**src/sv/dtg_pkg.sv**
```systemverilog
package dtg_pkg;

	// field widths
	localparam int CFG_W     = 18;
	localparam int REG_IDX_W = 2;
	localparam int LEN_W     = 7;
	localparam int SAMPLE_W  = 8;
	localparam int TERM_W    = 9;

	// register indexes
	localparam logic [REG_IDX_W-1:0] REG_SAMPLE_RATE = 2'd0;
	localparam logic [REG_IDX_W-1:0] REG_TONE_ONE    = 2'd1;
	localparam logic [REG_IDX_W-1:0] REG_TONE_TWO    = 2'd2;

	localparam logic [CFG_W-1:0] SAMPLE_RATE_RST = 18'd44100;
	localparam logic [CFG_W-1:0] TONE_ONE_RST    = 18'd1000;
	localparam logic [CFG_W-1:0] TONE_TWO_RST    = 18'd5000;

	localparam int MAX_BURST_DEF = 64;
	localparam int AMPLITUDE_DEF = 150;

	// divider: 2 quotient bits per step over a 34-bit dividend window
	localparam int DVD_W  = 2 * CFG_W - 2;
	localparam int DCNT_W = 5;
	localparam logic [DCNT_W-1:0] DIV_STEPS_PERIOD = DCNT_W'(CFG_W / 2);
	localparam logic [DCNT_W-1:0] DIV_STEPS_TURN   = DCNT_W'(DVD_W / 2);
	localparam logic [DCNT_W-1:0] DIV_STEPS_MOD    = DCNT_W'((CFG_W + 2) / 2);

	// sine polynomial coefficients, Q15
	localparam logic [15:0] SIN_C1 = 16'd51472;
	localparam logic [15:0] SIN_C3 = 16'd21167;
	localparam logic [15:0] SIN_C5 = 16'd2611;

	typedef enum logic [4:0] {
		OP_IDLE,
		OP_PER_DIV,
		OP_DIV_STEP,
		OP_PER_WB,
		OP_TURN_DIV,
		OP_SIN_SETUP,
		OP_MUL_ZZ,
		OP_MUL_Z2C5,
		OP_SUB_C3,
		OP_MUL_Z2T,
		OP_SUB_C1,
		OP_MUL_ZT,
		OP_CAP,
		OP_MUL_AMP,
		OP_TERM,
		OP_EMIT,
		OP_ADV_TRY,
		OP_MOD_DIV,
		OP_MOD_WB,
		OP_NEXT,
		OP_NOP
	} op_t;

	typedef enum logic [2:0] {
		C_NEXT,
		C_ALWAYS,
		C_NO_START,
		C_DIV_MORE,
		C_OUT_BUSY,
		C_ALL_OK,
		C_MORE
	} cond_t;

	localparam int PC_W = 5;

	typedef struct packed {
		op_t             op;
		cond_t           cond;
		logic [PC_W-1:0] target;
	} ucode_t;

	typedef struct packed {
		logic start;
		logic div_more;
		logic out_busy;
		logic all_ok;
		logic more;
	} seq_stat_t;

	// program addresses
	localparam logic [PC_W-1:0] P_IDLE     = 5'd0;
	localparam logic [PC_W-1:0] P_PER_WAIT = 5'd2;
	localparam logic [PC_W-1:0] P_SAMPLE   = 5'd4;
	localparam logic [PC_W-1:0] P_TURN_WAIT = 5'd5;
	localparam logic [PC_W-1:0] P_EMIT     = 5'd16;
	localparam logic [PC_W-1:0] P_MOD_WAIT = 5'd19;
	localparam logic [PC_W-1:0] P_LOOP     = 5'd21;

	function automatic ucode_t ucw(input op_t op, input cond_t cond,
			input logic [PC_W-1:0] target);
		ucode_t w;
		w.op = op;
		w.cond = cond;
		w.target = target;
		return w;
	endfunction

	function automatic ucode_t ucode_rom(input logic [PC_W-1:0] pc);
		ucode_t w;
		unique case (pc)
			5'd0:  w = ucw(OP_IDLE,      C_NO_START, P_IDLE);
			5'd1:  w = ucw(OP_PER_DIV,   C_NEXT,     P_IDLE);
			5'd2:  w = ucw(OP_DIV_STEP,  C_DIV_MORE, P_PER_WAIT);
			5'd3:  w = ucw(OP_PER_WB,    C_NEXT,     P_IDLE);
			5'd4:  w = ucw(OP_TURN_DIV,  C_NEXT,     P_IDLE);
			5'd5:  w = ucw(OP_DIV_STEP,  C_DIV_MORE, P_TURN_WAIT);
			5'd6:  w = ucw(OP_SIN_SETUP, C_NEXT,     P_IDLE);
			5'd7:  w = ucw(OP_MUL_ZZ,    C_NEXT,     P_IDLE);
			5'd8:  w = ucw(OP_MUL_Z2C5,  C_NEXT,     P_IDLE);
			5'd9:  w = ucw(OP_SUB_C3,    C_NEXT,     P_IDLE);
			5'd10: w = ucw(OP_MUL_Z2T,   C_NEXT,     P_IDLE);
			5'd11: w = ucw(OP_SUB_C1,    C_NEXT,     P_IDLE);
			5'd12: w = ucw(OP_MUL_ZT,    C_NEXT,     P_IDLE);
			5'd13: w = ucw(OP_CAP,       C_NEXT,     P_IDLE);
			5'd14: w = ucw(OP_MUL_AMP,   C_NEXT,     P_IDLE);
			5'd15: w = ucw(OP_TERM,      C_NEXT,     P_IDLE);
			5'd16: w = ucw(OP_EMIT,      C_OUT_BUSY, P_EMIT);
			5'd17: w = ucw(OP_ADV_TRY,   C_ALL_OK,   P_LOOP);
			5'd18: w = ucw(OP_MOD_DIV,   C_NEXT,     P_IDLE);
			5'd19: w = ucw(OP_DIV_STEP,  C_DIV_MORE, P_MOD_WAIT);
			5'd20: w = ucw(OP_MOD_WB,    C_NEXT,     P_IDLE);
			5'd21: w = ucw(OP_NEXT,      C_MORE,     P_SAMPLE);
			default: w = ucw(OP_NOP,     C_ALWAYS,   P_IDLE);
		endcase
		return w;
	endfunction

endpackage

```
**src/sv/dtg_seq.sv**
```systemverilog
module dtg_seq (
	input  logic              clk,
	input  logic              arst_n,
	input  dtg_pkg::seq_stat_t stat,
	output dtg_pkg::op_t      op
);
	import dtg_pkg::*;

	logic [PC_W-1:0] pc_q;
	logic [PC_W-1:0] pc_d;
	ucode_t          uw;
	logic            take;

	always_comb begin
		uw = ucode_rom(pc_q);
		unique case (uw.cond)
			C_NEXT:     take = 1'b0;
			C_ALWAYS:   take = 1'b1;
			C_NO_START: take = !stat.start;
			C_DIV_MORE: take = stat.div_more;
			C_OUT_BUSY: take = stat.out_busy;
			C_ALL_OK:   take = stat.all_ok;
			C_MORE:     take = stat.more;
			default:    take = 1'b0;
		endcase
		pc_d = take ? uw.target : pc_q + PC_W'(1);
	end

	assign op = uw.op;

	always_ff @(posedge clk or negedge arst_n) begin
		if (!arst_n) begin
			pc_q <= P_IDLE;
		end else begin
			pc_q <= pc_d;
		end
	end

endmodule

```
**src/sv/dtg_lane.sv**
```systemverilog
module dtg_lane #(
	parameter int AMPLITUDE = dtg_pkg::AMPLITUDE_DEF
) (
	input  logic                              clk,
	input  logic                              arst_n,
	input  dtg_pkg::op_t                      op,
	input  logic [dtg_pkg::CFG_W-1:0]         sample_rate,
	input  logic [dtg_pkg::CFG_W-1:0]         freq,
	output logic                              fit,
	output logic signed [dtg_pkg::TERM_W-1:0] term
);
	import dtg_pkg::*;

	logic [CFG_W-1:0] phase_q;
	logic [CFG_W-1:0] period_q;
	logic             ok_q;

	// divider state
	logic [DVD_W-1:0] dvd_q;
	logic [CFG_W-1:0] dsr_q;
	logic [CFG_W:0]   rem_q;
	logic [CFG_W-1:0] quo_q;

	// sine datapath
	logic [15:0]             z_q;
	logic [15:0]             z2_q;
	logic [15:0]             t_q;
	logic [31:0]             prod_q;
	logic                    neg_q;
	logic signed [TERM_W-1:0] term_q;

	logic [CFG_W:0] inc;
	logic [CFG_W:0] dif;
	logic           fit1;
	logic           fit2;

	logic [CFG_W:0] r1;
	logic [CFG_W:0] r1s;
	logic           q1;
	logic [CFG_W:0] r2;
	logic [CFG_W:0] r2s;
	logic           q2;

	logic [15:0] mul_a;
	logic [15:0] mul_b;
	logic [14:0] rr;
	logic [7:0]  mag;

	// phase advance, fast path covers a phase at most one period too far
	always_comb begin
		inc  = {1'b0, phase_q} + (CFG_W+1)'(1);
		fit1 = inc < {1'b0, period_q};
		dif  = inc - {1'b0, period_q};
		fit2 = dif < {1'b0, period_q};
	end
	assign fit = fit1 || fit2;

	// two restoring steps per cycle
	always_comb begin
		r1  = {rem_q[CFG_W-1:0], dvd_q[DVD_W-1]};
		q1  = r1 >= {1'b0, dsr_q};
		r1s = q1 ? r1 - {1'b0, dsr_q} : r1;
		r2  = {r1s[CFG_W-1:0], dvd_q[DVD_W-2]};
		q2  = r2 >= {1'b0, dsr_q};
		r2s = q2 ? r2 - {1'b0, dsr_q} : r2;
	end

	always_comb begin
		unique case (op)
			OP_MUL_ZZ: begin
				mul_a = z_q;
				mul_b = z_q;
			end
			OP_MUL_Z2C5: begin
				mul_a = prod_q[30:15];
				mul_b = SIN_C5;
			end
			OP_MUL_Z2T: begin
				mul_a = z2_q;
				mul_b = t_q;
			end
			OP_MUL_ZT: begin
				mul_a = z_q;
				mul_b = t_q;
			end
			OP_MUL_AMP: begin
				mul_a = t_q;
				mul_b = 16'(AMPLITUDE);
			end
			default: begin
				mul_a = '0;
				mul_b = '0;
			end
		endcase
	end

	// odd quadrants fold back toward the peak
	always_comb begin
		if (quo_q[14]) begin
			rr = 15'h4000 - {1'b0, quo_q[13:0]};
		end else begin
			rr = {1'b0, quo_q[13:0]};
		end
		mag = prod_q[22:15];
	end

	always_ff @(posedge clk or negedge arst_n) begin
		if (!arst_n) begin
			phase_q <= '0;
		end else begin
			unique case (op)
				OP_ADV_TRY: begin
					if (fit1) begin
						phase_q <= inc[CFG_W-1:0];
					end else if (fit2) begin
						phase_q <= dif[CFG_W-1:0];
					end
				end
				OP_MOD_WB: phase_q <= rem_q[CFG_W-1:0];
				default: ;
			endcase
		end
	end

	always_ff @(posedge clk) begin
		unique case (op)
			OP_PER_DIV: begin
				dvd_q <= {sample_rate, 16'd0};
				dsr_q <= freq;
				rem_q <= '0;
				quo_q <= '0;
			end
			OP_TURN_DIV: begin
				dvd_q <= {phase_q, 16'd0};
				dsr_q <= period_q;
				rem_q <= '0;
				quo_q <= '0;
			end
			OP_MOD_DIV: begin
				dvd_q <= {1'b0, (ok_q ? {1'b0, phase_q} : inc), 14'd0};
				dsr_q <= period_q;
				rem_q <= '0;
				quo_q <= '0;
			end
			OP_DIV_STEP: begin
				dvd_q <= {dvd_q[DVD_W-3:0], 2'b00};
				rem_q <= r2s;
				quo_q <= {quo_q[CFG_W-3:0], q1, q2};
			end
			OP_PER_WB: begin
				if (freq == '0 || quo_q == '0) begin
					period_q <= CFG_W'(1);
				end else begin
					period_q <= quo_q;
				end
			end
			OP_ADV_TRY: ok_q <= fit1 || fit2;
			OP_SIN_SETUP: begin
				z_q   <= {rr, 1'b0};
				neg_q <= quo_q[15];
			end
			OP_MUL_ZZ, OP_MUL_Z2T, OP_MUL_ZT, OP_MUL_AMP: prod_q <= mul_a * mul_b;
			OP_MUL_Z2C5: begin
				z2_q   <= prod_q[30:15];
				prod_q <= mul_a * mul_b;
			end
			OP_SUB_C3: t_q <= SIN_C3 - prod_q[30:15];
			OP_SUB_C1: t_q <= SIN_C1 - prod_q[30:15];
			OP_CAP: begin
				if (prod_q[31:15] > 17'd32767) begin
					t_q <= 16'h7FFF;
				end else begin
					t_q <= prod_q[30:15];
				end
			end
			OP_TERM: begin
				if (neg_q) begin
					term_q <= -$signed({1'b0, mag});
				end else begin
					term_q <= $signed({1'b0, mag});
				end
			end
			default: ;
		endcase
	end

	assign term = term_q;

endmodule

```
**src/sv/dual_tone_generator.sv**
```systemverilog
// dual tone generator: signed 8-bit samples, the saturated sum of two sine tones
//
// input channel (in_valid / in_ready, burst_length): one transfer asks for a
// burst of samples; bursts above MAX_BURST are cut to MAX_BURST, a zero burst
// is taken and produces nothing
// output channel (out_valid / out_ready, sample, last): one transfer per sample,
// last marks the final sample of the burst
// config port (cfg_en, cfg_index, cfg_data): single-cycle writes of sample rate
// and the two tone frequencies, by the user only while no burst is in flight;
// the block itself does not enforce it
// sequencing: a microcoded sequencer steps two tone lanes in lockstep. a burst
// starts with the period division (two bits a cycle); each sample then takes
// the phase-to-turn division, the sine polynomial on one 16x16 multiplier per
// lane, then output, phase advance and loop; a further division runs when a
// phase has to be fully reduced after a frequency change, and a final step
// returns the sequencer to idle after the last sample.
// in_ready is high only while the sequencer sits at its idle step.
// output: a single output register; the sequencer keeps working on the next
// sample while it waits and holds at the emit step when the receiver stalls
// reset: registers return to 44100 / 1000 / 5000 Hz, both phases to zero
module dual_tone_generator #(
	parameter int MAX_BURST = dtg_pkg::MAX_BURST_DEF,
	parameter int AMPLITUDE = dtg_pkg::AMPLITUDE_DEF
) (
	input  logic                              clk,
	input  logic                              arst_n,
	input  logic                              in_valid,
	output logic                              in_ready,
	input  logic [dtg_pkg::LEN_W-1:0]         burst_length,
	output logic                              out_valid,
	input  logic                              out_ready,
	output logic signed [dtg_pkg::SAMPLE_W-1:0] sample,
	output logic                              last,
	input  logic                              cfg_en,
	input  logic [dtg_pkg::REG_IDX_W-1:0]     cfg_index,
	input  logic [dtg_pkg::CFG_W-1:0]         cfg_data
);
	import dtg_pkg::*;

	localparam int CNT_W = $clog2(MAX_BURST + 1);

	// configuration registers
	logic [CFG_W-1:0] sample_rate_q;
	logic [CFG_W-1:0] tone_one_q;
	logic [CFG_W-1:0] tone_two_q;

	// sequencer control
	op_t              op;
	seq_stat_t        stat;
	logic [CNT_W-1:0] burst_cnt_q;
	logic [DCNT_W-1:0] div_cnt_q;

	// lanes
	logic                     fit_one;
	logic                     fit_two;
	logic signed [TERM_W-1:0] term_one;
	logic signed [TERM_W-1:0] term_two;

	// output register
	logic                       out_valid_q;
	logic signed [SAMPLE_W-1:0] sample_q;
	logic                       last_q;

	logic                       start;
	logic                       out_busy;
	logic                       load_out;
	logic signed [TERM_W:0]     sum;
	logic signed [SAMPLE_W-1:0] sum_sat;

	assign in_ready = (op == OP_IDLE);
	assign start    = in_valid && (burst_length != '0);
	assign out_busy = out_valid_q && !out_ready;
	assign load_out = (op == OP_EMIT) && !out_busy;

	assign stat.start    = start;
	assign stat.div_more = div_cnt_q != DCNT_W'(1);
	assign stat.out_busy = out_busy;
	assign stat.all_ok   = fit_one && fit_two;
	assign stat.more     = burst_cnt_q != CNT_W'(1);

	dtg_seq u_seq (
		.clk    (clk),
		.arst_n (arst_n),
		.stat   (stat),
		.op     (op)
	);

	dtg_lane #(
		.AMPLITUDE (AMPLITUDE)
	) u_lane_one (
		.clk         (clk),
		.arst_n      (arst_n),
		.op          (op),
		.sample_rate (sample_rate_q),
		.freq        (tone_one_q),
		.fit         (fit_one),
		.term        (term_one)
	);

	dtg_lane #(
		.AMPLITUDE (AMPLITUDE)
	) u_lane_two (
		.clk         (clk),
		.arst_n      (arst_n),
		.op          (op),
		.sample_rate (sample_rate_q),
		.freq        (tone_two_q),
		.fit         (fit_two),
		.term        (term_two)
	);

	// sum of both terms, clipped to 8 bits
	always_comb begin
		sum = {term_one[TERM_W-1], term_one} + {term_two[TERM_W-1], term_two};
		if (sum > (TERM_W+1)'(127)) begin
			sum_sat = SAMPLE_W'(127);
		end else if (sum < -(TERM_W+1)'(128)) begin
			sum_sat = -SAMPLE_W'(128);
		end else begin
			sum_sat = sum[SAMPLE_W-1:0];
		end
	end

	// config writes, unknown indexes dropped
	always_ff @(posedge clk or negedge arst_n) begin
		if (!arst_n) begin
			sample_rate_q <= SAMPLE_RATE_RST;
			tone_one_q    <= TONE_ONE_RST;
			tone_two_q    <= TONE_TWO_RST;
		end else if (cfg_en) begin
			unique case (cfg_index)
				REG_SAMPLE_RATE: sample_rate_q <= cfg_data;
				REG_TONE_ONE:    tone_one_q    <= cfg_data;
				REG_TONE_TWO:    tone_two_q    <= cfg_data;
				default: ;
			endcase
		end
	end

	// burst and divider step counters
	always_ff @(posedge clk or negedge arst_n) begin
		if (!arst_n) begin
			burst_cnt_q <= '0;
			div_cnt_q   <= '0;
		end else begin
			if (op == OP_IDLE && start) begin
				if (burst_length > LEN_W'(MAX_BURST)) begin
					burst_cnt_q <= CNT_W'(MAX_BURST);
				end else begin
					burst_cnt_q <= burst_length[CNT_W-1:0];
				end
			end else if (op == OP_NEXT) begin
				burst_cnt_q <= burst_cnt_q - CNT_W'(1);
			end
			unique case (op)
				OP_PER_DIV:  div_cnt_q <= DIV_STEPS_PERIOD;
				OP_TURN_DIV: div_cnt_q <= DIV_STEPS_TURN;
				OP_MOD_DIV:  div_cnt_q <= DIV_STEPS_MOD;
				OP_DIV_STEP: div_cnt_q <= div_cnt_q - DCNT_W'(1);
				default: ;
			endcase
		end
	end

	// output register, refilled in the same cycle the old sample transfers
	always_ff @(posedge clk or negedge arst_n) begin
		if (!arst_n) begin
			out_valid_q <= 1'b0;
		end else if (load_out) begin
			out_valid_q <= 1'b1;
		end else if (out_ready) begin
			out_valid_q <= 1'b0;
		end
	end

	always_ff @(posedge clk) begin
		if (load_out) begin
			sample_q <= sum_sat;
			last_q   <= (burst_cnt_q == CNT_W'(1));
		end
	end

	assign out_valid = out_valid_q;
	assign sample    = sample_q;
	assign last      = last_q;

endmodule

```
**config.mk**
```make
export PLATFORM = sky130hd
export DESIGN_NAME = dual_tone_generator
export DESIGN_NICKNAME = d
export VERILOG_FILES = /design/src/sv/dtg_pkg.sv /design/src/sv/dtg_seq.sv /design/src/sv/dtg_lane.sv /design/src/sv/dual_tone_generator.sv
export SDC_FILE = /design/constraint.sdc
export NUM_CORES = 2
export LEC_CHECK = 0
export BUFFER_PORTS_ARGS = -buffer_cell sky130_fd_sc_hd__buf_4
export CELL_PAD_IN_SITES_DETAIL_PLACEMENT = 1
export CELL_PAD_IN_SITES_GLOBAL_PLACEMENT = 1
export CORE_ASPECT_RATIO = 0.7
export CORE_MARGIN = 2
export CORE_UTILIZATION = 55
export CTS_CLUSTER_SIZE = 25
export DETAILED_ROUTE_END_ITERATION = 8
export PLACE_DENSITY_LB_ADDON = 0.1
export RECOVER_POWER = 25
export SLEW_MARGIN = 20
export SYNTH_ARGS = -nofsm -noshare
export SYNTH_HDL_FRONTEND = slang
export SYNTH_SLANG_ARGS = --single-unit
```
**constraint.sdc**
```tcl
create_clock -name clk -period 15 [get_ports clk]
set_clock_uncertainty 0.05 [all_clocks]
set_input_delay 2.25 -clock clk [delete_from_list [all_inputs] [get_ports clk]]
set_output_delay 2.25 -clock clk [all_outputs]
set_load 0.02 [all_outputs]
```
# ---- Word level (Yosys, flattened, before mapping)
# Memories as Yosys holds them, arrays and structs flattened.
# Index checks and enable logic that the tools add are counted.
dict set report totals {
  reg_bits 509
  latch_bits 0
  ram_bits 0
  rom_bits 384
  input_bits 32
  wordCells 184
  mem_count 1
}
# memory words word_bits rd rd_clocked_by_memory_dff write_ports line
set memory_table {}
lappend memory_table {{(name not given)} 32 12 1 0 0 dtg_pkg.sv:104} ;# unique case (pc)
dict set report classes {
  add_sub_neg 20
  multipliers 2
  div_mod_pow 0
  order_cmp 13
  n_eq_ne 32
  shifts 0
  mux 41
  n_bitwise 0
  reduce_logical 36
}
# cell n
set ops {}
lappend ops {{$pmux W18 S2} 8}
lappend ops {{$pmux W34 S4} 2}
lappend ops {{$pmux W16 S4} 4}
lappend ops {{$mux W18} 8}
lappend ops {{$pmux W16 S3} 2}
lappend ops {{$ge A19 B18 Y1} 4}
lappend ops {{$lt A19 B18 Y1} 4}
lappend ops {{$logic_not A18 Y1} 4}
lappend ops {{$sub A18 B18 Y18} 4}
lappend ops {{$mul A16 B16 Y32} 2}
lappend ops {{$eq A5 B4 Y1 const B} 8}
lappend ops {{$add A18 B1 Y19 const B} 2}
lappend ops {{$mux W19} 2}
lappend ops {{$sub A19 B18 Y19} 2}
lappend ops {{$gt A17 B15 Y1 const B} 2}
lappend ops {{$mux W16} 2}
lappend ops {{$sub A15 B16 Y16 const A} 2}
lappend ops {{$sub A16 B16 Y16 const A} 2}
lappend ops {{$sub A15 B14 Y15 const A} 2}
lappend ops {{$mux W14} 2}
lappend ops {{$mux W8} 3}
lappend ops {{$mux W7} 3}
lappend ops {{$eq A5 B3 Y1 const B} 4}
lappend ops {{$eq A5 B5 Y1 const B} 4}
lappend ops {{other kinds (36)} 62}

# ---- Depth between registers and ports, before layout
dict set report logic_depth {
  word_depth 7
  ltp_mapped 36
}

# ---- By module
# Synthesis repeated with hierarchy kept, for this count alone.
dict set report hier_totals {
  cells_unflattened 4895
  area_unflattened_um2 46090.5
}
# mod n_inst cells_each area_per_inst_um2 seq_area_each_um2
set modules_own_cells {}
lappend modules_own_cells {{dtg_lane (u_lane_two)} 1 2311 21076.5 5465.2}
lappend modules_own_cells {{dtg_lane (u_lane_one)} 1 2210 20663.6 5465.2}
lappend modules_own_cells {dual_tone_generator 1 290 3629.7 1968.1}
lappend modules_own_cells {dtg_seq 1 84 720.7 125.1}

# ---- Worst setup path before layout
# No wires, ideal clock.
dict set report synth_path {
  path_kind {reg2reg}
  startpoint {reg u_seq.pc_q[0]}
  endpoint {reg u_lane_two.prod_q[30], data pin}
  setup_time_ns 0.258
  arrival_ns 9.176
  t_required_ns 14.692
  slack_ns 5.516
  stages_incl_launch_ff 31
  n_path_buf 3
  synth_period_minus_slack_ns 9.484
  cell_sequence {dfrtp_1 inv_1 ha_1 nor4_1 o32ai_4 nor2_1 buf_2 buf_1 buf_1 a221o_1 nand2_1 fa_1 inv_1 fa_1 fa_1 fa_1 fa_1 inv_1 fa_1 inv_1 ha_1 nand4_1 inv_1 a21oi_1 o22ai_1 a311o_1 a31o_2 a41oi_4 o211ai_1 a21oi_1 xnor2_1}
}
dict set report synth_between {
  elab_chain_len 5
  elab_cells_between_ends 11
  cone_classes {mul (1); eq/ne (5); mux (2); reduce/logical (2); memory (1)}
}
# item line
set synth_rtl {}
lappend synth_rtl {{from (decl)} dtg_seq.sv:9} ;# logic [PC_W-1:0] pc_q;
lappend synth_rtl {{from (signal assigned)} dtg_seq.sv:35} ;# pc_q <= pc_d;
lappend synth_rtl {{$mem_v2 Z32 W12 *} -}
lappend synth_rtl {{$eq A5 B3 Y1 or $eq A5 B4 Y1 (tied branches)} {dtg_lane.sv:69, dtg_lane.sv:126}}
lappend synth_rtl {{$reduce_or A2 Y1 (no line)} -}
lappend synth_rtl {{$pmux W16 S4} dtg_lane.sv:69} ;# unique case (op)
lappend synth_rtl {{$mul A16 B16 Y32 *} {dtg_lane.sv:162, dtg_lane.sv:165}}
lappend synth_rtl {{to (signal assigned)} dtg_lane.sv:162} ;# OP_MUL_ZZ, OP_MUL_Z2T, OP_MUL_ZT, OP_MUL_AMP: prod_q <= mul_a * mul_b;
lappend synth_rtl {{to (signal assigned)} dtg_lane.sv:165} ;# prod_q <= mul_a * mul_b;
lappend synth_rtl {{to (decl)} dtg_lane.sv:28} ;# logic [31:0] prod_q;
# Every way passes the cells marked *; elsewhere a longest branch is shown, timed or not.
# A chain may end at the register's enable or synchronous reset.

# ---- Worst setup path after layout
dict set report layout_path {
  startpoint {reg u_seq.pc_q[2]}
  endpoint {reg u_lane_one.prod_q[31], data pin}
}
dict set report layout_between {
  elab_chain_len 5
  elab_cells_between_ends 11
  cone_classes {mul (1); eq/ne (5); mux (2); reduce/logical (2); memory (1)}
}
# item line
set layout_rtl {}
lappend layout_rtl {{$mem_v2 Z32 W12 *} -}
lappend layout_rtl {{$eq A5 B3 Y1 or $eq A5 B4 Y1 (tied branches)} {dtg_lane.sv:69, dtg_lane.sv:126}}
lappend layout_rtl {{$reduce_or A2 Y1 (no line)} -}
lappend layout_rtl {{$pmux W16 S4} dtg_lane.sv:69}
lappend layout_rtl {{$mul A16 B16 Y32 *} {dtg_lane.sv:162, dtg_lane.sv:165}}
lappend layout_rtl {{to (signal assigned)} dtg_lane.sv:162}
lappend layout_rtl {{to (signal assigned)} dtg_lane.sv:165}
lappend layout_rtl {{to (decl)} dtg_lane.sv:28}
# Marks and branches as above.

==> flow_summary.ini <==
[critical_path]
timing.rr.start = u_seq.pc_q[2]$_DFF_PN0_
required_ns = 15.32
max_stage_delay_ns = 1.23
r2r_end = u_lane_one.prod_q[31]$_DFFE_PP_
arrival_ns = 11.83
end_kind = flip-flop
cp-start-kind = flip-flop
rrSetupSlack_ns = 3.49
startpoint = u_seq.pc_q[2]$_DFF_PN0_
ff2ff_path_depth = 30
slowest_stage = o41ai_1
criticalPathCategory = flip-flop to flip-flop
crit_fanout = 78
worstSetupEndpoint = u_lane_one.prod_q[31]$_DFFE_PP_

[placed_design]
post-dp-hpwl_um = 113000
globalplace.congestion = 0.954
placedInstanceArea_sq_um = 46700
portBuffers = 42

[global_routing]
grt_pass1_wl_um = 229000
grt_use_total_pct = 35.0
grt_pass1_vias = 37893
grt_overflow = 0
antenna_found_initial = 4
grt_max_degree = 79

[synth]
synth_seq_cells = 451
netlist_top_cells_area = edfxtp_1 (23%), fa_1 (17%), ha_1 (11%)
yosysUniqueCellTypes = 90
synth-seq-area-share_pct = 28.9
yosysWarningCount = 0
synthCells = 4675
ys_async_sr_fraction_pct = 23.9
netlist_top_cells_count = inv_1 (610), nand2_1 (490), nor2_1 (454)
yosysMostFrequentCell = inv_1
synth-edff-count = 343
syn-num-nets = 5483
syn_area_per_cell_sq_um = 9.63
yosys.area.top_type_share_pct = 22.9
synth_area_sq_um = 45000
synth_top_cell_by_area = edfxtp_1
synth_top_flop_cell = edfxtp_1

[cells_and_area]
drive_gt1_share_pct = 9.14
antenna_cells = 0
nets = 5471
utilization_pct = 60.0
final_area_sq_um = 48400
fill_cells = 9004
syn_to_final_growth_pct = 7.53

[cts]
cts.reportedPaths.clkPinSlew_ns = 0.06
htreeDepth = 2
postCtsHoldBufs = 0
cts.path.max_buffers = 3
clock_sinks = 451
post_cts_resized = 0
clockRootBuffer = clkbuf_16
post_cts.repair.setup_buffers = 0
cts_made_buffers = 51
cts_tree = yes
clock_latency_ns = 0.63

[power_and_ir_drop]
p_per_area_nw_per_um2 = 185
vdd_drop_max_mv = 0.326
p_leak_nw = 21.6

[floorplan]
fp.dieArea_sq_um = 84200
start_util_pct = 55.8
dieWidth_um = 346
coreArea_sq_um = 80800
ios = 43
dieHeight_um = 243
rows = 87

[drt]
via_per_inst = 6.27
ant_nets = 0
dr.pass1.iters = 7
drtIter0Drc = 3680
drc = 0
wirelength_um = 146000
vias = 36188
wl_per_cell_um = 25.3

[min_path]
whs_path_depth = 2
hp-class = flip-flop to flip-flop

[sta]
rsz0062_at_grt = false
setup_violations = 0
drv_slew = 164
min_period_ns = 11.51
max_slew.worst_pin.slew_ns = 3.45
tns_ns = 0
finalHoldViolations = 0
relSlewSlack_pct = -130
min_period_over_period_pct = 76.7
fmax_mhz = 86.9

[run]
cap_violations = 4

[run_status]
violations = capacitance limit, slew limit
status = finished, violations left
## cells in the final DEF (no fill, tap or decap), types with 49 or more instances in the layout
cell | Yosys | layout
nand3_1 | 56 | 56
nor3_1 | 50 | 49
inv_1 | 610 | 611
dfrtp_1 | 91 | 91
buf_4 | 0 | 117
nor2b_1 | 63 | 63
a21oi_1 | 167 | 165
mux2i_1 | 72 | 72
o21ai_0 | 175 | 174
xnor2_1 | 156 | 156
edfxtp_1 | 343 | 343
fa_1 | 393 | 393
xor2_1 | 69 | 69
ha_1 | 383 | 383
a21o_1 | 75 | 75
clkbuf_16 | 0 | 56
nand2_1 | 490 | 488
nor2_1 | 454 | 446
mux2_2 | 129 | 128
## layout make-up
type,count,area [sq um],share of cell area [%]
clock buffer,66,1490,3.07
clock inverter,30,248,0.512
sequential,451,13000,26.9
inverter,611,2290,4.74
tap,1068,1340,2.76
multi-input combinational,3417,29100,60.1
timing repair buffer,131,936,1.93
## worst min-delay path by stage
stage	endpoint	start
after global routing	div_cnt_q[4]$_DFFE_PN0P_	div_cnt_q[4]$_DFFE_PN0P_
final	div_cnt_q[4]$_DFFE_PN0P_	div_cnt_q[4]$_DFFE_PN0P_
after detailed placement	div_cnt_q[4]$_DFFE_PN0P_	div_cnt_q[4]$_DFFE_PN0P_
after floorplan	u_lane_one.z2_q[10]$_DFFE_PN_	u_lane_one.prod_q[25]$_DFFE_PP_
after global placement	div_cnt_q[4]$_DFFE_PN0P_	div_cnt_q[4]$_DFFE_PN0P_
after CTS	div_cnt_q[4]$_DFFE_PN0P_	div_cnt_q[4]$_DFFE_PN0P_
## logic make-up (layout without fill, tap and decap cells)
family,after synthesis,in the layout,synth area share [%]
mux,201,201,4.83
flops,451,451,28.9
xor+xnor,225,225,4.38
simple gates,1382,1382,13.8
buf+inv,807,838,6.78
fa+ha+maj,776,776,28.1
compound gates,833,833,13.1
## flip-flops by register name, summed over array words and instances, names as in the netlist, 16 cells and up
register and count:
u_lane_two.phase_q 18, u_lane_one.dsr_q 18, u_lane_two.quo_q 18, u_lane_one.quo_q 18, u_lane_two.period_q 18, u_lane_two.t_q 16
tone_two_q 18, u_lane_two.rem_q 18, u_lane_one.dvd_q 20, sample_rate_q 18, u_lane_two.dsr_q 18, u_lane_two.prod_q 17
u_lane_one.phase_q 18, u_lane_one.z2_q 16, u_lane_two.z2_q 16, u_lane_one.period_q 18, u_lane_one.t_q 16, u_lane_two.dvd_q 20
u_lane_one.rem_q 18, u_lane_one.prod_q 17, tone_one_q 18
## report_power, final
group	leakage (nW)	switching, mW	internal (mW)	total [mW]
sequential	4.59	0.394	1.99	2.38
clock	0.863	0.586	0.743	1.33
combinational	16.1	3.22	2.04	5.26
total	21.6	4.20	4.77	8.98
## critical path: cells and delay by family, from the launching register on
family / cells / cell delay (ns)
buffers and inverters: 7 / 1.28
AND/OR/NAND/NOR: 6 / 1.41
XOR/XNOR: 1 / 0.12
AO/OA/AOI/OAI: 9 / 4.04
flip-flops: 1 / 0.82
adder cells (fa/ha/maj): 7 / 3.41
## metal layers
| metal | part of all wire [%] | routed length [um] | track usage [%] |
|---|---|---|---|
| met4 | 2.4 | 3530 | 8.61 |
| met1 | 46 | 67400 | 53.0 |
| met5 | 0.028 | 41 | 0 |
| met2 | 43 | 63500 | 52.8 |
| met3 | 8.0 | 11700 | 5.26 |
## metrics by stage
step	hold slack, ns	total power, mW	std cells	worst slack (ns)
floorplan	0.374	6.04	4675	5.52
global placement	0.406	7.34	5673	4.54
detailed placement	0.423	7.55	5675	4.22
CTS	0.437	8.93	5771	4.21
global route	0.471	9.59	5774	2.94
finish	0.426	8.98	5774	3.49
(Power assumes the default switching activity.)
